===== src/c2p_pkg.sv =====
// Shared types, constants and the arctangent table of the Cartesian-to-polar converter.
// It depends on nothing. Every module of the converter imports it.
`default_nettype none
package c2p_pkg;

    // Width of the signed CORDIC vector datapath and of the angle accumulator.
    localparam int CORDIC_W        = 64;
    localparam int ACC_W           = 32;
    // The magnitudes are scaled so that full scale is two to the power of this figure.
    localparam int FULL_SCALE_LOG2 = 59;

    // What the post stage does with the angle: take the CORDIC result or an exact axis value.
    typedef logic [2:0] t_kind;
    localparam t_kind KIND_CORDIC  = 3'd0;
    localparam t_kind KIND_ZERO    = 3'd1;
    localparam t_kind KIND_HALF    = 3'd2;
    localparam t_kind KIND_QUARTER = 3'd3;
    localparam t_kind KIND_THREEQ  = 3'd4;

    // Angles on the axes, in units of 2^-32 of a turn.
    localparam logic [ACC_W-1:0] TURN_ZERO    = 32'h0000_0000;
    localparam logic [ACC_W-1:0] TURN_QUARTER = 32'h4000_0000;
    localparam logic [ACC_W-1:0] TURN_HALF    = 32'h8000_0000;
    localparam logic [ACC_W-1:0] TURN_THREEQ  = 32'hC000_0000;

    // Control that travels beside the data from one pipeline stage to the next.
    typedef struct packed {
        logic  valid;
        t_kind kind;
    } t_ctl;

    // atan(2^-i) as a fraction of a turn, scaled by 2^32 and rounded.
    function automatic logic [ACC_W-1:0] atan_turn(input logic [4:0] idx);
        logic [ACC_W-1:0] v;
        case (idx)
            5'd0:    v = 32'h2000_0000;
            5'd1:    v = 32'h12E4_051E;
            5'd2:    v = 32'h09FB_385B;
            5'd3:    v = 32'h0511_11D4;
            5'd4:    v = 32'h028B_0D43;
            5'd5:    v = 32'h0145_D7E1;
            5'd6:    v = 32'h00A2_F61E;
            5'd7:    v = 32'h0051_7C55;
            5'd8:    v = 32'h0028_BE53;
            5'd9:    v = 32'h0014_5F2F;
            5'd10:   v = 32'h000A_2F98;
            5'd11:   v = 32'h0005_17CC;
            5'd12:   v = 32'h0002_8BE6;
            5'd13:   v = 32'h0001_45F3;
            5'd14:   v = 32'h0000_A2FA;
            5'd15:   v = 32'h0000_517D;
            5'd16:   v = 32'h0000_28BE;
            5'd17:   v = 32'h0000_145F;
            5'd18:   v = 32'h0000_0A30;
            5'd19:   v = 32'h0000_0518;
            5'd20:   v = 32'h0000_028C;
            5'd21:   v = 32'h0000_0146;
            5'd22:   v = 32'h0000_00A3;
            5'd23:   v = 32'h0000_0051;
            5'd24:   v = 32'h0000_0029;
            5'd25:   v = 32'h0000_0014;
            5'd26:   v = 32'h0000_000A;
            5'd27:   v = 32'h0000_0005;
            5'd28:   v = 32'h0000_0003;
            5'd29:   v = 32'h0000_0001;
            5'd30:   v = 32'h0000_0001;
            default: v = 32'h0000_0000;
        endcase
        return v;
    endfunction

endpackage
`default_nettype wire


===== src/c2p_post.sv =====
// Output stage: rounds the radius and the angle and holds the result for the master side.
// It depends on c2p_pkg. Its register is the output register of the converter.
`default_nettype none
module c2p_post #(
    parameter int CW = 16,
    parameter int AW = 16
) (
    input  wire                              i_clk,
    input  wire                              i_rst_n,
    input  wire                              i_en,
    input  wire  c2p_pkg::t_ctl              i_ctl,
    input  wire  logic [CW+2:0]              i_rem,
    input  wire  logic [CW-1:0]              i_root,
    input  wire  logic [c2p_pkg::ACC_W-1:0]  i_acc,
    output logic                             o_valid,
    output logic [CW-1:0]                    o_radius,
    output logic [AW-1:0]                    o_angle
);
    import c2p_pkg::*;

    localparam int DROP = ACC_W - AW;

    logic [ACC_W-1:0] n_turns;
    logic [CW-1:0]    n_radius;
    logic [AW-1:0]    n_angle;

    logic             r_valid;
    logic [CW-1:0]    r_radius;
    logic [AW-1:0]    r_angle;

    // Round the root up when the remainder exceeds it; a tie cannot occur.
    always_comb begin
        n_radius = (i_rem > (CW+3)'(i_root)) ? i_root + 1'b1 : i_root;
    end

    // Axis points take their exact angle, all others the CORDIC accumulator.
    always_comb begin
        case (i_ctl.kind)
            KIND_ZERO:    n_turns = TURN_ZERO;
            KIND_HALF:    n_turns = TURN_HALF;
            KIND_QUARTER: n_turns = TURN_QUARTER;
            KIND_THREEQ:  n_turns = TURN_THREEQ;
            default:      n_turns = i_acc;
        endcase
    end

    // Round half up to a narrower output angle width, wrapping modulo a full turn.
    generate
        if (DROP > 0) begin : g_round
            logic [ACC_W-1:0] w_biased;
            always_comb begin
                w_biased = n_turns + (ACC_W'(1) << (DROP - 1));
                n_angle  = w_biased[ACC_W-1:DROP];
            end
        end else begin : g_full
            always_comb begin
                n_angle = n_turns;
            end
        end
    endgenerate

    always_ff @(posedge i_clk) begin
        if (!i_rst_n) begin
            r_valid <= 1'b0;
        end else if (i_en) begin
            r_valid <= i_ctl.valid;
        end
    end

    always_ff @(posedge i_clk) begin
        if (i_en) begin
            r_radius <= n_radius;
            r_angle  <= n_angle;
        end
    end

    assign o_valid  = r_valid;
    assign o_radius = r_radius;
    assign o_angle  = r_angle;

endmodule
`default_nettype wire


===== config.mk =====
export PLATFORM = sky130hd
export DESIGN_NAME = c2p_post
export DESIGN_NICKNAME = d
export VERILOG_FILES = /design/src/c2p_pkg.sv /design/src/c2p_post.sv
export SDC_FILE = /design/constraint.sdc
export NUM_CORES = 1
export LEC_CHECK = 0
export BUFFER_PORTS_ARGS = -buffer_cell sky130_fd_sc_hd__buf_2
export CAP_MARGIN = 20
export CORE_ASPECT_RATIO = 0.5
export CORE_MARGIN = 1.5
export CORE_UTILIZATION = 42
export CTS_CLUSTER_SIZE = 14
export DETAILED_ROUTE_END_ITERATION = 8
export GPL_ROUTABILITY_DRIVEN = 0
export GPL_TIMING_DRIVEN = 0
export PLACE_DENSITY_LB_ADDON = 0.15
export SYNTH_ARGS = -nofsm -noshare
export SYNTH_HDL_FRONTEND = slang
export SYNTH_SLANG_ARGS = --single-unit

===== constraint.sdc =====
create_clock -name i_clk -period 1.76 [get_ports i_clk]
set_input_delay 0.088 -clock i_clk [delete_from_list [all_inputs] [get_ports i_clk]]
set_output_delay 0.088 -clock i_clk [all_outputs]
set_load 0.05 [all_outputs]

==> results.cfg <==
[status]
status = complete, no violations

[synth]
yosysMostFrequentCell = edfxtp_1
synth_common_cells = edfxtp_1, xnor2_1, ha_1, inv_1, nand2_1
syn_area_per_cell_um2 = 10.5
synth_top_area_cell = edfxtp_1
yosysWarnings = 0
synth_adder_area_share_pct = 10.2
synth-seq-cells = 33
ys_seq_area_share_pct = 44.6
synth_top_cell_area_share_pct = 43.7
synth-simple-area-share_pct = 21.7
synth.area.top_cells = edfxtp_1, ha_1, xnor2_1
synth_xor_area_share_pct = 12.3
syn_inst = 209
synth_edf_count = 32
synth_area_um2 = 2200
synth_top_flop_cell = edfxtp_1
syn-num-nets = 301
ys_types = 35
synth-async-reset-ratio_pct = 0
synth_compound_area_share_pct = 6.60
synth_mux_area_share_pct = 0.455
synth_top_family_by_area = simple AND/OR/NAND/NOR gates

[power_and_ir_drop]
ir_drop_mv = 0.426
power_w = 0.00222
p_leak_nw = 1.33
power_density_nw_per_um2 = 713

[clock_tree]
clock_latency_ns = 0.27
cts_buffers = 5
cts_tree = done
cts_buffer_depth = 2
cts_max_level = 2
cts-root-buf = clkbuf_8
cts_sinks = 33
clk_pin_slew_ns = 0.06

[setup_path]
critPathArrivalTime_ns = 1.76
end_kind = flip-flop
start_kind = input pin
critPathKind = input pin to flip-flop
ff2ff_path_depth = 2
critPathRequiredTime_ns = 1.79
crit_fanout = 5

[timing]
min_period_ns = 1.74
final-setup-viol-count = 0
rsz0062_at_grt = yes
slew-limit-headroom_pct = 51.1
clock.fmax_mhz = 576
finClkSkew_ns = 0
fin_crit_sh_pct = 98.6
drv_slew = 0
setup_slack_ns = 0.0240
worstMarginPinSlew_ns = 0.733
setup-tns-final_ns = 0
finalHoldViolCount = 0

[worst_hold_path]
holdPathStages = 2
hold_path.class = input pin to flip-flop

[global_route]
use_met2_pct = 34.0
grt.met3_usage_pct = 4.00
grt_util_all_layers_pct = 17.4
grt-ovfl-total = 0
grt_pass1_vias = 1720
grt_busiest_layer = met2
use_met1_pct = 19.9
antenna_found_initial = 0
grt_pass1_wl_mm = 7.60
grt_max_degree = 34

[die]
num_io_pins = 107
initial_utilization_pct = 44.2
die_h_um = 54.2
core_area_um2 = 4980
die_x_um = 105
rows = 18
floorplan.die_area_um2 = 5710

[finish]
post_route_cells_drive_above_1_share_pct = 43.4
final_cell_area_um2 = 3110
antenna_cells = 0
nets = 409
syn2layout_area_growth_pct = 41.4

[place]
dpl.hpwl_mm = 3.91
placed_area_um2 = 2800
io_buffers = 91
place_ws_ns = -0.500

[routing]
wl_per_cell_um = 12.8
vias = 1890
antenna_left = 0
via_per_inst = 4.87
drtPass1Iterations = 4
drt_first_iter_violations = 34
drc = 0
postRouteWirelength_mm = 4.95

[run]
max-cap-violations = 0
==> cell type report <==
cell class	count	area, um^2
Sequential cell	33	981
Inverter	18	85.1
Fill cell	446	1870
Clock buffer	8	90.1
Timing Repair Buffer	101	597
Tap cell	70	87.6
Buffer	4	23.8
Multi-Input combinational cell	154	1240
==> path summary, 6_finish.rpt <==
check                                to  slack [ns]                  from
setup / recovery  o_radius[9]$_DFFE_PP_        0.02            i_root[10]
hold / removal     o_valid$_SDFFE_PN0P_        0.03               i_rst_n
setup reg to reg   o_valid$_SDFFE_PN0P_        1.17  o_valid$_SDFFE_PN0P_
hold reg to reg    o_valid$_SDFFE_PN0P_        0.51  o_valid$_SDFFE_PN0P_
==> power breakdown <==
group          switching [W]  internal [W]  total, W
combinational       0.000470      0.000228  0.000698
sequential         0.0000146      0.000946  0.000961
clock               0.000241      0.000318  0.000559
total               0.000725       0.00149   0.00222
==> routing by layer <==
layer  wire length [um]  vias to the layer above
li1                   -                      976
met1               2130                      859
met2               2530                       53
met3                273                        2
met4                 10                        0
met5                  0                        -
==> cell usage in the layout (no fill, tap or decap), types with 3 or more instances in the layout <==
cell type  instances
nor3_1             3
a21oi_1           12
ha_4               4
buf_2             86
clkbuf_1           4
nand3_2            3
ha_1              13
xnor2_2            4
clkbuf_8           6
and4_1             3
xnor2_1           16
inv_1             14
xor2_1            10
and3_1             3
buf_6              4
nand2_1           14
buf_4              9
edfxtp_1          32
nand3_1           15
nand4_1            8
and2_1             4
nor2_1            11
o21ai_0            8
==> logic make-up after synthesis <==
kind of cell,after synthesis
buffers and inverters,22
DFF,33
xor gates and xnor gates,30
muxes,1
and+or+nand+nor,79
adders and majority gates,18
AOI/OAI and AO/OA,26
==> state kept, by name, summed over array words and instances (netlist names) <==
| signal | count |
|---|---|
| o_angle | 16 |
| o_radius | 16 |
| o_valid | 1 |
==> worst max-delay path, stage by stage <==
cell and delay (ns):
buf_12 0.09, inv_12 0.03, ha_4 0.25, nand4_1 0.19, nor4_4 0.35, a31oi_2 0.17
a21boi_4 0.21, buf_6 0.16, nand4_4 0.08, xnor2_2 0.16
==> per-stage QoR <==
step,hold slack [ns],utilization [%],cells
3_3_place_gp,0.298,56.3,370
4_1_cts,0.0151,59.7,382
6_report,0.0264,62.5,388
5_1_grt,0.0313,62.5,388
3_5_place_dp,0.307,56.3,370
2_1_floorplan,0.200,-,209
==> timing repair <==
action	in CTS	in global routing
pin swaps	7	3
endpoints found under the hold margin	0	0
setup endpoints to repair	17	16
hold buffers	0	0
buffers inserted	3	6
gates cloned	1	0
gates resized for setup	13	20
(Power assumes the default switching activity.)
