--- src/c2p_pkg.sv ---
// Shared types, constants and the arctangent table of the Cartesian-to-polar converter.
// It depends on nothing. Every module of the converter imports it.
`default_nettype none
package c2p_pkg;

    // Width of the signed CORDIC vector datapath and of the angle accumulator.
    localparam int CORDIC_W        = 64;
    localparam int ACC_W           = 32;
    // The magnitudes are scaled so that full scale is two to the power of this figure.
    localparam int FULL_SCALE_LOG2 = 59;

    // What the post stage does with the angle: take the CORDIC result or an exact axis value.
    typedef logic [2:0] t_kind;
    localparam t_kind KIND_CORDIC  = 3'd0;
    localparam t_kind KIND_ZERO    = 3'd1;
    localparam t_kind KIND_HALF    = 3'd2;
    localparam t_kind KIND_QUARTER = 3'd3;
    localparam t_kind KIND_THREEQ  = 3'd4;

    // Angles on the axes, in units of 2^-32 of a turn.
    localparam logic [ACC_W-1:0] TURN_ZERO    = 32'h0000_0000;
    localparam logic [ACC_W-1:0] TURN_QUARTER = 32'h4000_0000;
    localparam logic [ACC_W-1:0] TURN_HALF    = 32'h8000_0000;
    localparam logic [ACC_W-1:0] TURN_THREEQ  = 32'hC000_0000;

    // Control that travels beside the data from one pipeline stage to the next.
    typedef struct packed {
        logic  valid;
        t_kind kind;
    } t_ctl;

    // atan(2^-i) as a fraction of a turn, scaled by 2^32 and rounded.
    function automatic logic [ACC_W-1:0] atan_turn(input logic [4:0] idx);
        logic [ACC_W-1:0] v;
        case (idx)
            5'd0:    v = 32'h2000_0000;
            5'd1:    v = 32'h12E4_051E;
            5'd2:    v = 32'h09FB_385B;
            5'd3:    v = 32'h0511_11D4;
            5'd4:    v = 32'h028B_0D43;
            5'd5:    v = 32'h0145_D7E1;
            5'd6:    v = 32'h00A2_F61E;
            5'd7:    v = 32'h0051_7C55;
            5'd8:    v = 32'h0028_BE53;
            5'd9:    v = 32'h0014_5F2F;
            5'd10:   v = 32'h000A_2F98;
            5'd11:   v = 32'h0005_17CC;
            5'd12:   v = 32'h0002_8BE6;
            5'd13:   v = 32'h0001_45F3;
            5'd14:   v = 32'h0000_A2FA;
            5'd15:   v = 32'h0000_517D;
            5'd16:   v = 32'h0000_28BE;
            5'd17:   v = 32'h0000_145F;
            5'd18:   v = 32'h0000_0A30;
            5'd19:   v = 32'h0000_0518;
            5'd20:   v = 32'h0000_028C;
            5'd21:   v = 32'h0000_0146;
            5'd22:   v = 32'h0000_00A3;
            5'd23:   v = 32'h0000_0051;
            5'd24:   v = 32'h0000_0029;
            5'd25:   v = 32'h0000_0014;
            5'd26:   v = 32'h0000_000A;
            5'd27:   v = 32'h0000_0005;
            5'd28:   v = 32'h0000_0003;
            5'd29:   v = 32'h0000_0001;
            5'd30:   v = 32'h0000_0001;
            default: v = 32'h0000_0000;
        endcase
        return v;
    endfunction

endpackage
`default_nettype wire

--- src/c2p_prep.sv ---
// Front end of the converter: squares, sum of squares, half-plane fold and axis detection.
// It depends on c2p_pkg. Two register stages, both advanced by the common pipeline enable.
`default_nettype none
module c2p_prep #(
    parameter int CW = 16
) (
    input  wire                                  i_clk,
    input  wire                                  i_rst_n,
    input  wire                                  i_en,
    input  wire                                  i_valid,
    input  wire  logic signed [CW-1:0]           i_x,
    input  wire  logic signed [CW-1:0]           i_y,
    output c2p_pkg::t_ctl                        o_ctl,
    output logic [2*CW-1:0]                      o_sum,
    output logic signed [c2p_pkg::CORDIC_W-1:0]  o_cx,
    output logic signed [c2p_pkg::CORDIC_W-1:0]  o_cy,
    output logic [c2p_pkg::ACC_W-1:0]            o_acc
);
    import c2p_pkg::*;

    localparam int UP = FULL_SCALE_LOG2 - (CW - 1);

    logic [CW-1:0]               n_ax;
    logic [CW-1:0]               n_ay;
    logic signed [CORDIC_W-1:0]  n_xe;
    logic signed [CORDIC_W-1:0]  n_ye;
    logic                        n_neg;
    t_ctl                        n_ctl;

    t_ctl                        r_ctl1;
    logic [2*CW-1:0]             r_sqx;
    logic [2*CW-1:0]             r_sqy;
    logic signed [CORDIC_W-1:0]  r_cx1;
    logic signed [CORDIC_W-1:0]  r_cy1;
    logic [ACC_W-1:0]            r_acc1;

    t_ctl                        r_ctl2;
    logic [2*CW-1:0]             r_sum;
    logic signed [CORDIC_W-1:0]  r_cx2;
    logic signed [CORDIC_W-1:0]  r_cy2;
    logic [ACC_W-1:0]            r_acc2;

    // Magnitudes, sign extension and the classification of points on an axis.
    always_comb begin
        n_ax  = i_x[CW-1] ? CW'(~$unsigned(i_x) + 1'b1) : $unsigned(i_x);
        n_ay  = i_y[CW-1] ? CW'(~$unsigned(i_y) + 1'b1) : $unsigned(i_y);
        n_xe  = CORDIC_W'(i_x);
        n_ye  = CORDIC_W'(i_y);
        n_neg = i_x[CW-1];
        n_ctl.valid = i_valid;
        if (i_x == '0 && i_y == '0) begin
            n_ctl.kind = KIND_ZERO;
        end else if (i_y == '0) begin
            n_ctl.kind = n_neg ? KIND_HALF : KIND_ZERO;
        end else if (i_x == '0) begin
            n_ctl.kind = i_y[CW-1] ? KIND_THREEQ : KIND_QUARTER;
        end else begin
            n_ctl.kind = KIND_CORDIC;
        end
    end

    // First stage: the two squares and the folded, scaled start vector.
    always_ff @(posedge i_clk) begin
        if (!i_rst_n) begin
            r_ctl1.valid <= 1'b0;
        end else if (i_en) begin
            r_ctl1 <= n_ctl;
        end
    end

    always_ff @(posedge i_clk) begin
        if (i_en) begin
            r_sqx  <= (2*CW)'(n_ax) * (2*CW)'(n_ax);
            r_sqy  <= (2*CW)'(n_ay) * (2*CW)'(n_ay);
            r_cx1  <= (n_neg ? -n_xe : n_xe) <<< UP;
            r_cy1  <= (n_neg ? -n_ye : n_ye) <<< UP;
            r_acc1 <= n_neg ? TURN_HALF : TURN_ZERO;
        end
    end

    // Second stage: the radicand; the CORDIC vector waits alongside.
    always_ff @(posedge i_clk) begin
        if (!i_rst_n) begin
            r_ctl2.valid <= 1'b0;
        end else if (i_en) begin
            r_ctl2 <= r_ctl1;
        end
    end

    always_ff @(posedge i_clk) begin
        if (i_en) begin
            r_sum  <= r_sqx + r_sqy;
            r_cx2  <= r_cx1;
            r_cy2  <= r_cy1;
            r_acc2 <= r_acc1;
        end
    end

    assign o_ctl = r_ctl2;
    assign o_sum = r_sum;
    assign o_cx  = r_cx2;
    assign o_cy  = r_cy2;
    assign o_acc = r_acc2;

endmodule
`default_nettype wire

--- config.mk ---
export PLATFORM = sky130hd
export DESIGN_NAME = c2p_prep
export DESIGN_NICKNAME = d
export VERILOG_FILES = /design/src/c2p_pkg.sv /design/src/c2p_prep.sv
export SDC_FILE = /design/constraint.sdc
export NUM_CORES = 1
export LEC_CHECK = 0
export BUFFER_PORTS_ARGS = -buffer_cell sky130_fd_sc_hd__clkbuf_2
export CAP_MARGIN = 20
export CORE_ASPECT_RATIO = 1.1
export CORE_MARGIN = 2
export CORE_UTILIZATION = 37
export DETAILED_ROUTE_END_ITERATION = 6
export PLACE_DENSITY = 0.57
export SLEW_MARGIN = 20
export SYNTH_ARGS = -nofsm -noshare
export SYNTH_HDL_FRONTEND = slang
export SYNTH_SLANG_ARGS = --single-unit
export TNS_END_PERCENT = 100
--- constraint.sdc ---
create_clock -name i_clk -period 21.3 [get_ports i_clk]
set_input_delay 3.195 -clock i_clk [delete_from_list [all_inputs] [get_ports i_clk]]
set_output_delay 3.195 -clock i_clk [all_outputs]
set_load 0.05 [all_outputs]
==> results by group, run 1 <==
Outcome
  • Outcome: completed

STA
  • Hold WS: 0.421 ns
  • Final slew viol count: 0
  • Setup_tns: 0 ns
  • Fmax: 85.1 MHz
  • Slew HR: 23.8%
  • Clock skew: 0.0209 ns
  • Period utilization: 55.2%
  • Unrepaired setup endpoints after global routing: no
  • Setup violators final: 0
  • Final Hold Vio Count: 0
  • Minimum clock period: 11.75 ns
  • Worst-Margin Slew: 1.14 ns

Critical path
  • Worst EP required: 21.53 ns
  • Crit. End Element: register
  • Startpoint Class: input port
  • Setup crit start: i_y[0]
  • R2r startpoint: r_sqx[10]$_DFFE_PP_
  • Worst-path fanout max: 16
  • Crit path kind: in -> reg
  • CP Data Arrival Time: 11.98 ns

Synthesis
  • Count of cell types in the netlist: 72
  • Ranking of synthesized cells by area: fa_1, edfxtp_1, ha_1
  • Post-synthesis register bit count: 182
  • Main synth FF type: edfxtp_1
  • Synth top cells by count: inv_1, fa_1, ha_1
  • Average cell area after synthesis: 10.0 um2
  • Ys Warns: 0
  • Syn Std Cell Area: 23000 um2
  • Yosys top cell area share: 28.4%
  • Asr flop ratio synth: 0%
  • Yosys top cell by area: fa_1
  • Number of flops mapped to enable cells by yosys: 180
  • Top-count cell post-synth: inv_1
  • Seq/Total Area, Yosys: 23.7%
  • Synth Instances: 2296

GRT
  • First-pass GRT wire length: 84700 um
  • Pin count of the biggest net entering global routing: 107
  • Initial antenna violation count: 0
  • Remaining global-route overflow: 0
  • Total global routing track utilization: 16.6%
  • Vias in the first global route: 16500

Layout
  • Antenna Cells: 0
  • Area delta synth->final: 7.46%
  • Non-Filler Cell Area, Final: 24700 um2
  • NumNets Final: 2989
  • Non-filler cells, final: 3237
  • Share of cells above drive strength 1: 8.00%

Placed design
  • Placer Congestion: 0.888
  • Inst Count DP: 3204
  • Post-DP HPWL: 41800 um
  • Count of input and output buffers: 112
  • Placed Area: 24100 um2

Floorplan
  • Row count: 95
  • Initial core utilization: 37.5%
  • Core Footprint: 61300 um2
  • Width of the die: 242 um
  • Die Y: 266 um
  • IO Count: 232
  • Die ar.: 64200 um2

Clock network
  • Post-CTS Setup Repair Bufs: 0
  • CTS max path bufs: 2
  • Clock-pin slew on the worst setup and hold paths: 0.09 ns
  • Post-CTS sizing: 0
  • Root Driver: clkbuf_16
  • Worst skew pair latency: 0.47 ns
  • CTS Sinks: 182
  • Post-CTS Hold Buffers: 0
  • CTS tree: built
  • Htree depth: 4
  • Number of buffers created by CTS: 17

Route
  • Routed len/inst: 15.9 um
  • Routed vias: 15600
  • Routed Antenna Nets: 0
  • Drt pass-1 iters: 5
  • Initial detailed-routing violation count: 981
  • Remaining DRCs: 0
  • Drt total wl: 51600 um
  • Routed vias/inst: 4.82

Worst hold path
  • Hold Path Class: reg -> reg
  • Hold Path Origin: r_cx1[62]$_SDFFCE_PN0P_

Job
  • Max cap viols: 0
-- worst max-delay path, stage by stage --
cell and delay [ns]:
clkbuf_2 0.17, inv_1 0.47, ha_1 0.29, or4b_4 0.49
nand2b_4 0.16, or4_4 0.47, o21ai_4 0.22, xor2_2 0.67
nor2_1 0.16, inv_1 0.13, fa_1 0.45, fa_1 0.54
inv_1 0.05, fa_1 0.48, fa_1 0.50, fa_1 0.49
inv_1 0.05, fa_1 0.53, inv_1 0.04, ha_1 0.40
a21oi_1 0.18, o21a_1 0.16, nand3_1 0.08, o31ai_1 0.56
a31oi_1 0.33, a311o_1 0.42, a31oi_1 0.20, xnor2_1 0.09
-- registers in the layout (all words and copies together) (netlist names) --
name / flops
o_acc: 1
o_ctl: 4
o_cx: 20
o_cy: 20
o_sum: 32
r_acc1: 1
r_ctl1: 4
r_cx1: 19
r_cy1: 19
r_sqx: 31
r_sqy: 31
-- layer usage --
metal | wire length [um] | track usage (%)
met1 | 21700 | 21.4
met2 | 26500 | 29.3
met3 | 2340 | 2.07
met4 | 1080 | 4.74
met5 | 0 | 0
-- worst paths after layout --
| path | end | slack (ns) | cells past startpoint |
|---|---|---|---|
| max | r_sqy[31]$_DFFE_PP_ | 9.55 | 28 |
| min reg2reg | o_cx[62]$_DFFE_PP_ | 0.42 | 0 |
| min | o_cx[62]$_DFFE_PP_ | 0.42 | 0 |
| max reg2reg | o_sum[31]$_DFFE_PP_ | 17.97 | 9 |
-- cell type report --
type	instances	area (um2)
flip-flops and latches	182	5450
repair buffers	126	672
fillers	6097	36600
well taps	824	1030
inverters	507	1900
clock inverters	15	211
multi-input cells	1566	15000
clock buffers	17	425
-- kinds of logic after synthesis --
family	synth area share, %
fa+ha+maj	40.7
other cells	0.0163
xor+xnor	5.34
mux	0.0870
compound gates	7.98
buf+inv	13.0
flops	23.7
simple gates	9.23
-- through the flow --
step	setup WS [ns]	util [%]
CTS	9.69	40.3
global placement	9.20	39.3
floorplan	10.31	-
global route	9.08	40.3
finish	9.55	40.3
detailed placement	9.20	39.3
-- placed cells by master, fill, tap and decap left out, drive strengths merged, types with 4 or more instances in the layout --
cell,count
o21bai,13
fa,327
nor2,142
a31oi,7
or3,7
a21oi,86
a211oi,10
nor2b,11
clkbuf,129
buf,14
nor4,6
nand2,199
conb,123
and3,9
xor2,44
inv,509
ha,226
nand3,17
o21ai,54
nand4,8
clkinv,9
xnor2,90
and4,4
edfxtp,180
a21o,49
o31ai,5
or4,4
nand2b,14
and2,24
o21a,14
nor3,20
o41ai,4
o211ai,5
Power of run 1 is left out: the tool's default activity adds up to more than one toggle a clock period on the data nets, which glitch-free logic cannot reach.
==> run 2, diff against run 1 <==
- clock period: 21.3 -> 11.8 ns (I/O delays scaled with it)
==> results by group, run 2 (synthesis gave the netlist of run 1 again) <==
Clock network
  • CTS max path bufs: 2 (unchanged)
  • Root Driver: clkbuf_16
  • Post-CTS Hold Buffers: 0 (unchanged)
  • Worst skew pair latency: 0.49 ns (+0.02 ns)
  • CTS tree: built
  • Post-CTS Setup Repair Bufs: 0 (unchanged)
  • CTS Sinks: 182 (unchanged)
  • Clock-pin slew on the worst setup and hold paths: 0.09 ns (about the same)
  • Number of buffers created by CTS: 17 (unchanged)
  • Post-CTS sizing: 0 (unchanged)
  • Htree depth: 4 (unchanged)

Outcome
  • Outcome: finished, violations left
  • Failing checks: design-rule violations

Critical path
  • CP most frequent cell: fa_1
  • Worst EP required: 12.05 ns (-9.48 ns)
  • Worst-path fanout max: 16 (unchanged)
  • Crit path kind: in -> reg
  • Startpoint Class: input port
  • Crit-path slowest cell: xor2_2
  • Worst path max stage delay: 0.56 ns (-0.11 ns)
  • CP Data Arrival Time: 10.19 ns (-1.79 ns)
  • Crit. End Element: register

Layout
  • Commonest non-fill, non-tap cell in the layout: inv_1
  • Max reg flops: 32 (unchanged)
  • Antenna Cells: 0 (unchanged)
  • Most frequent cells in the layout: inv_1, fa_1, ha_1
  • Share of cells above drive strength 1: 8.23% (+0.24 points)
  • Area delta synth->final: 7.53% (about the same)
  • Fillcell total: 6029 (-1.1%)
  • NumNets Final: 2993 (+0.13%)

Route
  • Drt total wl: 51100 um (-0.93%)
  • Remaining DRCs: 27 (+27)
  • Routed vias/inst: 4.76 (-1.3%)
  • Initial detailed-routing violation count: 872 (-11%)
  • Routed vias: 15400 (-1.2%)
  • Drt pass-1 iters: 7 (+2)
  • Routed len/inst: 15.8 um (-1.1%)
  • Routed Antenna Nets: 0 (unchanged)

Job
  • Max cap viols: 0 (unchanged)

GRT
  • Initial antenna violation count: 0 (unchanged)
  • First-pass GRT wire length: 84000 um (-0.79%)
  • Total global routing track utilization: 16.6% (-0.023 points)
  • Pin count of the biggest net entering global routing: 116 (+8.4%)
  • Vias in the first global route: 16200 (-1.9%)
  • Remaining global-route overflow: 0 (unchanged)

STA
  • Setup_tns: 0 ns (unchanged)
  • Clock skew: 0.0252 ns (+0.00434 ns)
  • Setup violators final: 0 (unchanged)
  • Minimum clock period: 9.94 ns
  • Worst-Margin Slew: 1.01 ns (-0.125 ns)
  • Slew HR: 32.4% (+8.6 points)
  • Period utilization: 84.3%
  • Unrepaired setup endpoints after global routing: no
  • Final slew viol count: 0 (unchanged)
  • Final Hold Vio Count: 0 (unchanged)
  • Fmax: 101 MHz

Worst hold path
  • Hold Path Class: reg -> reg

Floorplan
  • Die ar.: 64200 um2 (unchanged)
  • Initial core utilization: 37.5% (unchanged)
  • Die Y: 266 um (unchanged)
  • Width of the die: 242 um (unchanged)
  • IO Count: 232 (unchanged)
  • Row count: 95 (unchanged)
  • Core Footprint: 61300 um2 (unchanged)

Placed design
  • Count of input and output buffers: 112 (unchanged)
  • Placer Congestion: 0.886 (-0.21%)
  • Post-DP HPWL: 41900 um (+0.22%)
[run 2: cell type report]
class | instances | area, um2 | share of cell area [%]
inverters | 507 | 1900 | 7.69
clock buffers | 17 | 425 | 1.72
flip-flops and latches | 182 | 5450 | 22.0
repair buffers | 130 | 704 | 2.85
multi-input cells | 1566 | 15100 | 60.9
clock inverters | 15 | 179 | 0.723
well taps | 824 | 1030 | 4.17
[run 2: final timing paths]
path                                         startpoint             endpoint  slack (ns)  depth (start not counted)
worst max-delay path                             i_y[0]  r_sqy[31]$_DFFE_PP_        1.86                         29
worst max register to register      r_sqx[10]$_DFFE_PP_  o_sum[31]$_DFFE_PP_        8.42                          9
worst min register to register  r_cx1[61]$_SDFFCE_PN0P_   o_cx[61]$_DFFE_PP_        0.42                          0
worst min-delay path            r_cx1[61]$_SDFFCE_PN0P_   o_cx[61]$_DFFE_PP_        0.42                          0
[run 2: worst max-delay path, delay by kind of cell]
family,cells,cell delay (ns)
buffers and inverters,7,1.11
AOI/OAI and AO/OA,7,1.59
and+or+nand+nor,5,1.38
xor gates and xnor gates,2,0.65
adders and majority gates,8,3.67
[run 2: through the flow]
stage	hold slack [ns]	setup slack (ns)	utilization, %	cells	cell area [um2]
4_1_cts	0.423	1.92	40.3	3241	24700
3_3_place_gp	0.400	1.55	39.3	3209	24100
3_5_place_dp	0.405	1.40	39.3	3209	24100
6_report	0.422	1.86	40.4	3241	24700
5_1_grt	0.427	1.30	40.4	3241	24700
2_1_floorplan	0.400	2.24	-	2418	23500
[run 2: layer usage]
metal,global-route usage (%),vias up,share of wire [%]
li1,-,7244,-
met1,21.4,7739,42
met2,28.3,386,50
met3,2.89,51,5.2
met4,5.47,0,2.2
met5,0,-,0
Power of run 2 is left out for the same reason.
