$ cat config.mk
export PLATFORM = sky130hd
export DESIGN_NAME = c2p_iter
export DESIGN_NICKNAME = d
export VERILOG_FILES = /design/src/c2p_pkg.sv /design/src/c2p_iter.sv
export SDC_FILE = /design/constraint.sdc
export NUM_CORES = 1
export LEC_CHECK = 0
export ABC_CLOCK_PERIOD_IN_PS = 4300
export BUFFER_PORTS_ARGS = -buffer_cell sky130_fd_sc_hd__buf_4
export CORE_ASPECT_RATIO = 2
export CORE_MARGIN = 1.5
export CORE_UTILIZATION = 28
export CTS_BUF_LIST = sky130_fd_sc_hd__clkbuf_8
export DETAILED_ROUTE_END_ITERATION = 16
export PLACE_DENSITY = 0.58
export SLEW_MARGIN = 5
export SYNTH_ARGS = -nofsm -noshare
export SYNTH_HDL_FRONTEND = slang
export SYNTH_SLANG_ARGS = --single-unit
$ cat constraint.sdc
create_clock -name i_clk -period 4.3 [get_ports i_clk]
set_clock_uncertainty 0.05 [all_clocks]
set_input_delay 0.645 -clock i_clk [delete_from_list [all_inputs] [get_ports i_clk]]
set_output_delay 0.645 -clock i_clk [all_outputs]
set_load 0.02 [all_outputs]
$ cat src/c2p_pkg.sv
// Shared types, constants and the arctangent table of the Cartesian-to-polar converter.
// It depends on nothing. Every module of the converter imports it.
`default_nettype none
package c2p_pkg;

    // Width of the signed CORDIC vector datapath and of the angle accumulator.
    localparam int CORDIC_W        = 64;
    localparam int ACC_W           = 32;
    // The magnitudes are scaled so that full scale is two to the power of this figure.
    localparam int FULL_SCALE_LOG2 = 59;

    // What the post stage does with the angle: take the CORDIC result or an exact axis value.
    typedef logic [2:0] t_kind;
    localparam t_kind KIND_CORDIC  = 3'd0;
    localparam t_kind KIND_ZERO    = 3'd1;
    localparam t_kind KIND_HALF    = 3'd2;
    localparam t_kind KIND_QUARTER = 3'd3;
    localparam t_kind KIND_THREEQ  = 3'd4;

    // Angles on the axes, in units of 2^-32 of a turn.
    localparam logic [ACC_W-1:0] TURN_ZERO    = 32'h0000_0000;
    localparam logic [ACC_W-1:0] TURN_QUARTER = 32'h4000_0000;
    localparam logic [ACC_W-1:0] TURN_HALF    = 32'h8000_0000;
    localparam logic [ACC_W-1:0] TURN_THREEQ  = 32'hC000_0000;

    // Control that travels beside the data from one pipeline stage to the next.
    typedef struct packed {
        logic  valid;
        t_kind kind;
    } t_ctl;

    // atan(2^-i) as a fraction of a turn, scaled by 2^32 and rounded.
    function automatic logic [ACC_W-1:0] atan_turn(input logic [4:0] idx);
        logic [ACC_W-1:0] v;
        case (idx)
            5'd0:    v = 32'h2000_0000;
            5'd1:    v = 32'h12E4_051E;
            5'd2:    v = 32'h09FB_385B;
            5'd3:    v = 32'h0511_11D4;
            5'd4:    v = 32'h028B_0D43;
            5'd5:    v = 32'h0145_D7E1;
            5'd6:    v = 32'h00A2_F61E;
            5'd7:    v = 32'h0051_7C55;
            5'd8:    v = 32'h0028_BE53;
            5'd9:    v = 32'h0014_5F2F;
            5'd10:   v = 32'h000A_2F98;
            5'd11:   v = 32'h0005_17CC;
            5'd12:   v = 32'h0002_8BE6;
            5'd13:   v = 32'h0001_45F3;
            5'd14:   v = 32'h0000_A2FA;
            5'd15:   v = 32'h0000_517D;
            5'd16:   v = 32'h0000_28BE;
            5'd17:   v = 32'h0000_145F;
            5'd18:   v = 32'h0000_0A30;
            5'd19:   v = 32'h0000_0518;
            5'd20:   v = 32'h0000_028C;
            5'd21:   v = 32'h0000_0146;
            5'd22:   v = 32'h0000_00A3;
            5'd23:   v = 32'h0000_0051;
            5'd24:   v = 32'h0000_0029;
            5'd25:   v = 32'h0000_0014;
            5'd26:   v = 32'h0000_000A;
            5'd27:   v = 32'h0000_0005;
            5'd28:   v = 32'h0000_0003;
            5'd29:   v = 32'h0000_0001;
            5'd30:   v = 32'h0000_0001;
            default: v = 32'h0000_0000;
        endcase
        return v;
    endfunction

endpackage
`default_nettype wire

$ cat src/c2p_iter.sv
// One iteration stage: a CORDIC vectoring micro-rotation and one digit of the square root.
// It depends on c2p_pkg. Either half passes its data through unchanged beyond its own count.
`default_nettype none
module c2p_iter #(
    parameter int CW     = 16,
    parameter int IDX    = 0,
    parameter int STAGES = 16
) (
    input  wire                                  i_clk,
    input  wire                                  i_rst_n,
    input  wire                                  i_en,
    input  wire  c2p_pkg::t_ctl                  i_ctl,
    input  wire  logic [2*CW-1:0]                i_sum,
    input  wire  logic [CW+2:0]                  i_rem,
    input  wire  logic [CW-1:0]                  i_root,
    input  wire  logic signed [c2p_pkg::CORDIC_W-1:0] i_cx,
    input  wire  logic signed [c2p_pkg::CORDIC_W-1:0] i_cy,
    input  wire  logic [c2p_pkg::ACC_W-1:0]      i_acc,
    output c2p_pkg::t_ctl                        o_ctl,
    output logic [2*CW-1:0]                      o_sum,
    output logic [CW+2:0]                        o_rem,
    output logic [CW-1:0]                        o_root,
    output logic signed [c2p_pkg::CORDIC_W-1:0]  o_cx,
    output logic signed [c2p_pkg::CORDIC_W-1:0]  o_cy,
    output logic [c2p_pkg::ACC_W-1:0]            o_acc
);
    import c2p_pkg::*;

    localparam int  RW        = CW + 3;
    localparam bit  DO_CORDIC = (IDX < STAGES);
    localparam bit  DO_SQRT   = (IDX < CW);

    logic [2*CW-1:0]             n_sum;
    logic [RW-1:0]               n_rem;
    logic [CW-1:0]               n_root;
    logic signed [CORDIC_W-1:0]  n_cx;
    logic signed [CORDIC_W-1:0]  n_cy;
    logic [ACC_W-1:0]            n_acc;

    t_ctl                        r_ctl;
    logic [2*CW-1:0]             r_sum;
    logic [RW-1:0]               r_rem;
    logic [CW-1:0]               r_root;
    logic signed [CORDIC_W-1:0]  r_cx;
    logic signed [CORDIC_W-1:0]  r_cy;
    logic [ACC_W-1:0]            r_acc;

    // Square root digit: bring down the next two radicand bits and try to subtract 4r+1.
    generate
        if (DO_SQRT) begin : g_sqrt
            logic [RW-1:0] w_part;
            logic [RW-1:0] w_trial;
            always_comb begin
                w_part  = {i_rem[RW-3:0], i_sum[2*CW-1:2*CW-2]};
                w_trial = RW'({i_root, 2'b01});
                n_sum   = i_sum << 2;
                if (w_part >= w_trial) begin
                    n_rem  = w_part - w_trial;
                    n_root = {i_root[CW-2:0], 1'b1};
                end else begin
                    n_rem  = w_part;
                    n_root = {i_root[CW-2:0], 1'b0};
                end
            end
        end else begin : g_sqrt_pass
            always_comb begin
                n_sum  = i_sum;
                n_rem  = i_rem;
                n_root = i_root;
            end
        end
    endgenerate

    // Micro-rotation towards the x axis: the sign of y picks the direction.
    generate
        if (DO_CORDIC) begin : g_cordic
            logic signed [CORDIC_W-1:0] w_dx;
            logic signed [CORDIC_W-1:0] w_dy;
            logic [ACC_W-1:0]           w_step;
            always_comb begin
                w_dx   = i_cy >>> IDX;
                w_dy   = i_cx >>> IDX;
                w_step = atan_turn(5'(IDX));
                if (!i_cy[CORDIC_W-1]) begin
                    n_cx  = i_cx + w_dx;
                    n_cy  = i_cy - w_dy;
                    n_acc = i_acc + w_step;
                end else begin
                    n_cx  = i_cx - w_dx;
                    n_cy  = i_cy + w_dy;
                    n_acc = i_acc - w_step;
                end
            end
        end else begin : g_cordic_pass
            always_comb begin
                n_cx  = i_cx;
                n_cy  = i_cy;
                n_acc = i_acc;
            end
        end
    endgenerate

    // Stage registers; only the valid bit is reset.
    always_ff @(posedge i_clk) begin
        if (!i_rst_n) begin
            r_ctl.valid <= 1'b0;
        end else if (i_en) begin
            r_ctl <= i_ctl;
        end
    end

    always_ff @(posedge i_clk) begin
        if (i_en) begin
            r_sum  <= n_sum;
            r_rem  <= n_rem;
            r_root <= n_root;
            r_cx   <= n_cx;
            r_cy   <= n_cy;
            r_acc  <= n_acc;
        end
    end

    assign o_ctl  = r_ctl;
    assign o_sum  = r_sum;
    assign o_rem  = r_rem;
    assign o_root = r_root;
    assign o_cx   = r_cx;
    assign o_cy   = r_cy;
    assign o_acc  = r_acc;

endmodule
`default_nettype wire

==> impl_metrics.toml, run 1 <==
[outcome]
outcome = "completed"

[timing]
slew_headroom_pct = 27.6
slew_violations = 0
grt_setup_unrepaired = "false"
hold_violations = 0
max_freq_mhz = 254
setup_viol_count_final = 0
finalCritPeriodShare_pct = 91.7
worst_slew_pin_slew_ps = 1080
period_needed_ps = 3940

[yosys]
synth_simple_gate_area_share_pct = 14.9
yosys-top-cells-count = "a21oi_1, edfxtp_1, inv_1"
synth_compound_area_share_pct = 26.7
async_flop_share_pct = 0
syn_inst = 2483
synthAdderAreaFrac_pct = 12.7
ys_top_cells_by_area = "edfxtp_1, ha_1, a21oi_1"
ys_types = 91
ys_ff_latch = 228
synth.top_cell.area_share_pct = 32.4
ys.flop_type = "edfxtp_1"
synth_top_cell_by_area = "edfxtp_1"
yosysMostFrequentCell = "a21oi_1"
synthMuxAreaShare_pct = 1.32
ys.warnings.count = 0
avgSynthCellArea_um2 = 8.48
synth_top_family_by_area = "compound AO/OA/AOI/OAI gates"
synth_xor_area_share_pct = 5.49
netlist_area_um2 = 21100
ys_seq_area_share_pct = 32.5
synth-edff-count = 227

[floorplan]
dieHeight_um = 391
placeableCoreArea_um2 = 74600
start_util_pct = 28.2
boundaryPins = 465
die_w_um = 197
rows = 142
die_area_um2 = 77000

[critical_path]
crit_fanout = 3
crit_type = "in2reg"
worstPathRequired_ps = 4650
cp_data_arrival_time_ps = 4300
worst_setup_path_start_kind = "primary input"
setup.worst_path.end_class = "register"
reg2reg_depth = 2

[routing]
drt-initial-drc-count = 1132
drt_wl_total_um = 109000
drc = 0
dr.pass1.iters = 8
vias = 23000
antenna_left = 0
drt-vias-per-instance = 5.40
wl_per_cell_um = 25.7

[placed_design]
dpl.hpwl_um = 90300
port_buffers = 460
placed_area_um2 = 28400
dp_cells = 4182
globalplace.congestion = 0.999

[global_route]
grtUsageTotal_pct = 27.6
antenna_found_initial = 6
grt_pass1_vias = 23800
grt_overflow = 0
grt_pass1_wl_um = 152000
grt_max_degree = 174

[clock_tree]
cts-root-buf = "clkbuf_8"
clkSlewWorstSetupHoldPaths_ps = 70
cts_tree = "done"
post_cts_buffers = 0
cts_hold_buf = 0
htreeDepth = 2
cts_buffers = 39
cts_resized = 0
cts.sinks = 228
clk_latency_ps = 640
clockBufferDepth = 3

[final_layout]
n_fill_cell = 7840
fin_area_um2 = 29300
regArea_um2 = 6840
final_nets = 3733
final_cells = 4255
drive_above_1_share_pct = 29.8
syn_to_final_growth_pct = 39.3
multiInputGateArea_um2 = 12900
utilization_pct = 39.3

[pwr]
power.density_nw_per_um2 = 327
leakage_nw = 13.1
ir_worst_vdd_mv = 0.247
power_mw = 9.59

[worst_hold_path]
whs_path_depth = 1
holdCritPathClass = "in2reg"

[job]
drv.max_cap_violation_count = 0
flip-flops by register name, indices dropped and copies added, names as in the netlist:
register	cells
o_root	16
o_rem	19
o_cx	64
o_sum	30
o_cy	63
o_ctl	4
o_acc	32
power by group:
| part | leakage, nW | internal (mW) | total (mW) | switching, mW |
|---|---|---|---|---|
| Combinational | 10.4 | 1.69 | 4.20 | 2.52 |
| Sequential | 2.23 | 2.85 | 2.97 | 0.122 |
| Clock | 0.451 | 1.31 | 2.42 | 1.11 |
path summary, 6_finish.rpt:
kind         startpoint       end  slack [ps]
max            i_cx[10]  o_cy[25]         360
min            i_sum[5]  o_sum[7]         120
max reg2reg    o_ctl[3]  o_ctl[3]        3660
min reg2reg    o_ctl[3]  o_ctl[3]         480
critical path, stage by stage:
cell and delay [ps]:
buf_4 90, inv_1 30, ha_1 320, buf_4 150, nor4_1 610, nand3_1 320
a21oi_1 440, nor4_1 200, nand2_1 210, a21boi_0 240, buf_4 220, o311ai_0 240
o21ai_0 160, xnor2_1 420
per-layer routing:
metal / wire length, um / up-vias / share of wire [%] / track usage (%)
li1: - / 10700 / - / -
met1: 32000 / 10800 / 29 / 22.5
met2: 58100 / 1055 / 53 / 53.2
met3: 6730 / 437 / 6.2 / 5.26
met4: 12300 / 4 / 11 / 27.4
met5: 26 / - / 0.024 / 0
area by class of cell:
cell class                 instances  share of cell area [%]
antenna                            4                  0.0341
clock buffer                      40                    1.88
clock inverter                    29                    1.14
inverter                         232                    2.97
multi-input combinational       1914                    43.9
sequential                       228                    23.3
tap                              936                    3.99
timing repair buffer             872                    22.7
kinds of logic (layout without fill, tap and decap cells):
logic type               after synthesis  after routing
AO/OA/AOI/OAI                        891            891
buffers and inverters                342           1173
adder cells (fa/ha/maj)              212            212
flip-flops                           228            228
multiplexers                          27             27
other                                  1              6
AND/OR/NAND/NOR                      650            650
XOR/XNOR                             132            132
through the flow:
step	hold WS, ps	TNS, ps	setup WS (ps)
after floorplan	539	0	939
after global placement	469	-1150	-231
after detailed placement	479	-1980	-269
after CTS	71.0	0	443
after global routing	75.0	0	81.8
final	119	0	358
cells in the final DEF, fill, tap and decap left out, drive strengths merged, types with 37 or more instances in the layout:
master    n
ha      208
a21o     56
clkbuf   40
o21ai   180
nand4    52
inv     233
xnor2   114
nor4     37
buf     872
nand2   142
nor2    212
o21bai   57
edfxtp  227
a21oi   315
nor3     55
Note: power is estimated with default switching activity, not from simulation.
==> inputs of run 2 (changes only) <==
--- a/config.mk
+++ b/config.mk
@@ -10,7 +10,7 @@
 export CORE_ASPECT_RATIO = 2
 export CORE_MARGIN = 1.5
 export CORE_UTILIZATION = 28
-export CTS_BUF_LIST = sky130_fd_sc_hd__clkbuf_8
+export CTS_BUF_LIST = sky130_fd_sc_hd__clkbuf_16
 export DETAILED_ROUTE_END_ITERATION = 16
 export PLACE_DENSITY = 0.58
 export SLEW_MARGIN = 5
==> impl_metrics.toml, run 2 (synthesis gave the netlist of run 1 again) <==
[placed_design]
globalplace.congestion = 0.999
port_buffers = 460
dp_cells = 4182
dpl.hpwl_um = 90300
placed_area_um2 = 28400

[pwr]
p_sw_mw = 3.73
switching_share_pct = 39.3
p_seq_share_pct = 31.4
power_mw = 9.47
p_clk_share_pct = 24.2
ir_worst_vdd_mv = 0.261
leakage_nw = 13.0
pwr-share-comb_pct = 44.4
power.density_nw_per_um2 = 324
power.internal_mw = 5.74

[floorplan]
placeableCoreArea_um2 = 74600
start_util_pct = 28.2
rows = 142
die_area_um2 = 77000
boundaryPins = 465
die_w_um = 197
dieHeight_um = 391

[global_route]
grt_pass1_vias = 23600
grt_overflow = 0
grt_max_degree = 174
antenna_found_initial = 6
grtUsageTotal_pct = 27.5
grt_pass1_wl_um = 153000

[final_layout]
fin_area_um2 = 29300
final_cells = 4232
final_nets = 3720
mostFrequentLayoutCells = "buf_4, a21oi_1, inv_1"
largest_reg_flops = 64
final_common_cell = "buf_4"
drive_above_1_share_pct = 29.3
n_fill_cell = 7842
syn_to_final_growth_pct = 39.0

[critical_path]
worstPathRequired_ps = 4620
worst_setup_path_start_kind = "primary input"
r2r_slack_ps = 3660
crit_type = "in2reg"
setup.worst_path.end_class = "register"
cp_data_arrival_time_ps = 4290
crit_fanout = 3

[worst_hold_path]
holdCritPathClass = "in2reg"

[clock_tree]
cts_resized = 0
post_cts_buffers = 0
cts-root-buf = "clkbuf_16"
cts_buffers = 26
clockBufferDepth = 3
htreeDepth = 1
cts.sinks = 228
cts_hold_buf = 0
clk_latency_ps = 610
cts_tree = "done"
clkSlewWorstSetupHoldPaths_ps = 70

[timing]
max_freq_mhz = 252
finalCritPeriodShare_pct = 92.4
grt_setup_unrepaired = "false"
worst_slew_pin_slew_ps = 994
slew_headroom_pct = 33.7
finalSetupTns_ps = 0
period_needed_ps = 3970
setup_viol_count_final = 0
slew_violations = 0
hold_violations = 0

[routing]
drt-vias-per-instance = 5.39
antenna_left = 0
wl_per_cell_um = 25.8
dr.pass1.iters = 6
drc = 0
drt-initial-drc-count = 1307
vias = 22800
drt_wl_total_um = 109000

[job]
drv.max_cap_violation_count = 0

[outcome]
outcome = "completed"
## run 2: power by group through the flow
stage               Combinational (mW)  Clock, mW  Sequential, mW
floorplan                         1.63          0            3.38
global placement                  4.12          0            3.02
global route                      4.44       2.42            3.00
detailed placement                4.13          0            3.02
finish                            4.20       2.30            2.97
CTS                               4.15       2.38            2.98
## run 2: worst paths after layout
kind                                   to      start  cells past startpoint
worst max-delay path             o_cy[25]   i_cx[10]                     14
worst min-delay path            o_acc[16]  i_acc[16]                      1
worst max register to register   o_ctl[3]   o_ctl[3]                      2
worst min register to register   o_ctl[3]   o_ctl[3]                      2
## run 2: final cells by class
cell class | count | area (um^2) | area share (%)
multi-input combinational | 1914 | 12900 | 44.0
sequential | 228 | 6840 | 23.4
timing repair buffer | 872 | 6670 | 22.8
tap | 936 | 1170 | 4.00
inverter | 232 | 871 | 2.98
clock buffer | 27 | 676 | 2.31
clock inverter | 20 | 151 | 0.517
antenna | 3 | 7.51 | 0.0257
## run 2: through the flow
step / hold WS (ps) / setup WS [ps] / utilization (%)
floorplan: 539 / 939 / -
global placement: 469 / -231 / 38.1
global route: 145 / 17.5 / 39.2
detailed placement: 479 / -269 / 38.1
CTS: 129 / 389 / 39.2
finish: 156 / 328 / 39.2
## run 2: routing by layer
layer | GRT usage, % | part of all wire (%) | up-vias
li1 | - | - | 10700
met5 | 0 | 0.029 | -
met1 | 23.0 | 30 | 10700
met3 | 4.57 | 5.9 | 384
met4 | 26.0 | 11 | 4
met2 | 53.4 | 53 | 1038
## run 2: critical path, stage by stage
cell      delay [ps]
buf_4             90
inv_1             30
ha_1             320
buf_4            150
nor4_1           610
nand3_1          310
a21oi_1          450
nor4_1           200
nand2_1          210
a21boi_0         230
buf_4            220
o311ai_0         240
o21ai_0          160
xnor2_1          410
==> inputs of run 3 (changes only) <==
--- a/config.mk
+++ b/config.mk
@@ -5,14 +5,15 @@
 export SDC_FILE = /design/constraint.sdc
 export NUM_CORES = 1
 export LEC_CHECK = 0
-export ABC_CLOCK_PERIOD_IN_PS = 4300
+export ABC_CLOCK_PERIOD_IN_PS = 3400
 export BUFFER_PORTS_ARGS = -buffer_cell sky130_fd_sc_hd__buf_4
 export CORE_ASPECT_RATIO = 2
 export CORE_MARGIN = 1.5
 export CORE_UTILIZATION = 28
 export CTS_BUF_LIST = sky130_fd_sc_hd__clkbuf_16
 export DETAILED_ROUTE_END_ITERATION = 16
-export PLACE_DENSITY = 0.58
+export HOLD_SLACK_MARGIN = 0.12
+export PLACE_DENSITY = 0.59
 export SLEW_MARGIN = 5
 export SYNTH_ARGS = -nofsm -noshare
 export SYNTH_HDL_FRONTEND = slang
==> constraint.sdc (replaced) <==
create_clock -name i_clk -period 3.4 [get_ports i_clk]
set_clock_uncertainty 0.05 [all_clocks]
set_input_delay 0.51 -clock i_clk [delete_from_list [all_inputs] [get_ports i_clk]]
set_output_delay 0.51 -clock i_clk [all_outputs]
set_load 0.02 [all_outputs]
==> impl_metrics.toml, run 3 (synthesis gave the netlist of run 1 again) <==
[critical_path]
crit_end = "o_cx[39]"
reg2reg_depth = 2
r2r_slack_ps = 2720
crit_type = "in2reg"
crit_fanout = 8
r2r-start = "o_ctl[3]"
startpoint = "i_cx[3]"
cp_data_arrival_time_ps = 3770
worst_setup_path_start_kind = "primary input"
timing.rr.end = "o_ctl[3]"
worstPathRequired_ps = 3740
setup.worst_path.end_class = "register"

[clock_tree]
cts_buffers = 25
cts_tree = "done"
cts.sinks = 228
clkSlewWorstSetupHoldPaths_ps = 60
cts-root-buf = "clkbuf_16"
htreeDepth = 1
clockBufferDepth = 3
clk_latency_ps = 590

[pwr]
p_clk_share_pct = 22.9
ir_worst_vdd_mv = 0.390
power.density_nw_per_um2 = 383
p_seq_share_pct = 29.4
power_mw = 12.8
switching_share_pct = 38.2
power.internal_mw = 7.91
p_sw_mw = 4.89
pwr-share-comb_pct = 47.7
leakage_nw = 15.3

[final_layout]
final_nets = 4179
drive_above_1_share_pct = 37.7
syn_to_final_growth_pct = 58.8
final_common_cell = "buf_4"
largest_reg_flops = 64
mostFrequentLayoutCells = "buf_4, a21oi_1, inv_1, edfxtp_1, nor2_1"

[timing]
worst_slew_pin_slew_ps = 1100
slew_headroom_pct = 26.5
finalCritPeriodShare_pct = 101
fin_ws_ps = -32.6
setup_viol_count_final = 1
slew_violations = 0
hold_violations = 0
max_freq_mhz = 291
period_needed_ps = 3430

[placed_design]
port_buffers = 460
dpl.hpwl_um = 97000
post-place-ws_ps = -1150
globalplace.congestion = 1.02

[routing]
drc = 0
vias = 24600
top_layer_used = "met5"
antenna_left = 0
wl_met3_um = 6600
drt_wl_total_um = 118000
dr.pass1.iters = 5
met2_length_um = 63000
drt-initial-drc-count = 1376
wl_per_cell_um = 25.1
drt-vias-per-instance = 5.24
wl_met1_um = 35000

[global_route]
antenna_found_initial = 7
grtUsageTotal_pct = 29.6
grt_max_degree = 99
grt_overflow = 0
grt_pass1_vias = 25600
grt_pass1_wl_um = 164000

[floorplan]
start_util_pct = 28.2
die_w_um = 197
die_area_um2 = 77000
boundaryPins = 465
rows = 142
dieHeight_um = 391
placeableCoreArea_um2 = 74600

[outcome]
violations = "setup timing"
outcome = "finished, violations left"

[job]
drv.max_cap_violation_count = 0

[worst_hold_path]
holdCritPathClass = "in2reg"
run 3: worst min-delay path by stage:
stage	startpoint	to	slack [ps]	cells past startpoint
finish	i_ctl[3]	o_ctl[3]	150	3
global route	i_acc[29]	o_acc[29]	150	2
CTS	i_acc[29]	o_acc[29]	120	2
floorplan	o_ctl[3]	o_ctl[3]	540	2
detailed placement	o_ctl[3]	o_ctl[3]	500	2
global placement	o_ctl[3]	o_ctl[3]	450	2
run 3: cell type report:
cell class | count | area, um^2
Fill cell | 7576 | 41200
Clock inverter | 20 | 208
Timing Repair Buffer | 1332 | 10300
Inverter | 232 | 876
Tap cell | 936 | 1170
Multi-Input combinational cell | 1914 | 13400
Antenna cell | 4 | 10.0
Sequential cell | 228 | 6840
Clock buffer | 25 | 626
run 3: layer usage:
metal  GRT usage (%)  vias to the layer above
li1                -                    11600
met1            24.1                    11600
met2            57.7                     1015
met3            5.39                      394
met4            28.7                        6
met5               0                        -
run 3: critical path, stage by stage:
cell and delay, ps:
buf_4 80, inv_1 30, ha_1 310, buf_4 170
and3_1 160, nor2_1 130, buf_4 150, a211oi_1 110
buf_4 170, o31ai_1 570, and2_1 290, o21bai_1 110
buf_4 170, a211oi_1 330, o21ai_0 160, xnor2_1 310
run 3: power by group through the flow:
stage / registers [mW] / logic (mW) / clock network (mW)
2_1_floorplan: 4.27 / 2.06 / 0
6_report: 3.76 / 6.11 / 2.93
4_1_cts: 3.76 / 5.93 / 3.00
3_3_place_gp: 3.81 / 5.79 / 0
3_5_place_dp: 3.82 / 5.80 / 0
5_1_grt: 3.79 / 6.42 / 3.07
run 3: through the flow:
step / instance area [um^2] / setup TNS [ps] / hold slack, ps / util, % / instances
2_1_floorplan: 21100 / 0 / 539 / - / 2484
3_3_place_gp: 31300 / -49050 / 455 / 41.9 / 4564
3_5_place_dp: 31300 / -49080 / 500 / 41.9 / 4564
4_1_cts: 33000 / -9.51 / 124 / 44.3 / 4687
5_1_grt: 33400 / -126 / 154 / 44.8 / 4689
6_report: 33400 / -32.6 / 149 / 44.8 / 4691
run 3: what timing repair did:
| item | 4_1_cts | 5_1_grt |
|---|---|---|
| hold buffers | 78 | 0 |
| setup endpoints to repair | 26 | 60 |
| gates cloned | 0 | 0 |
| pin swaps | 1 | 20 |
| endpoints found under the hold margin | 78 | 0 |
| setup buffers | 0 | 3 |
| gates resized for setup | 25 | 83 |
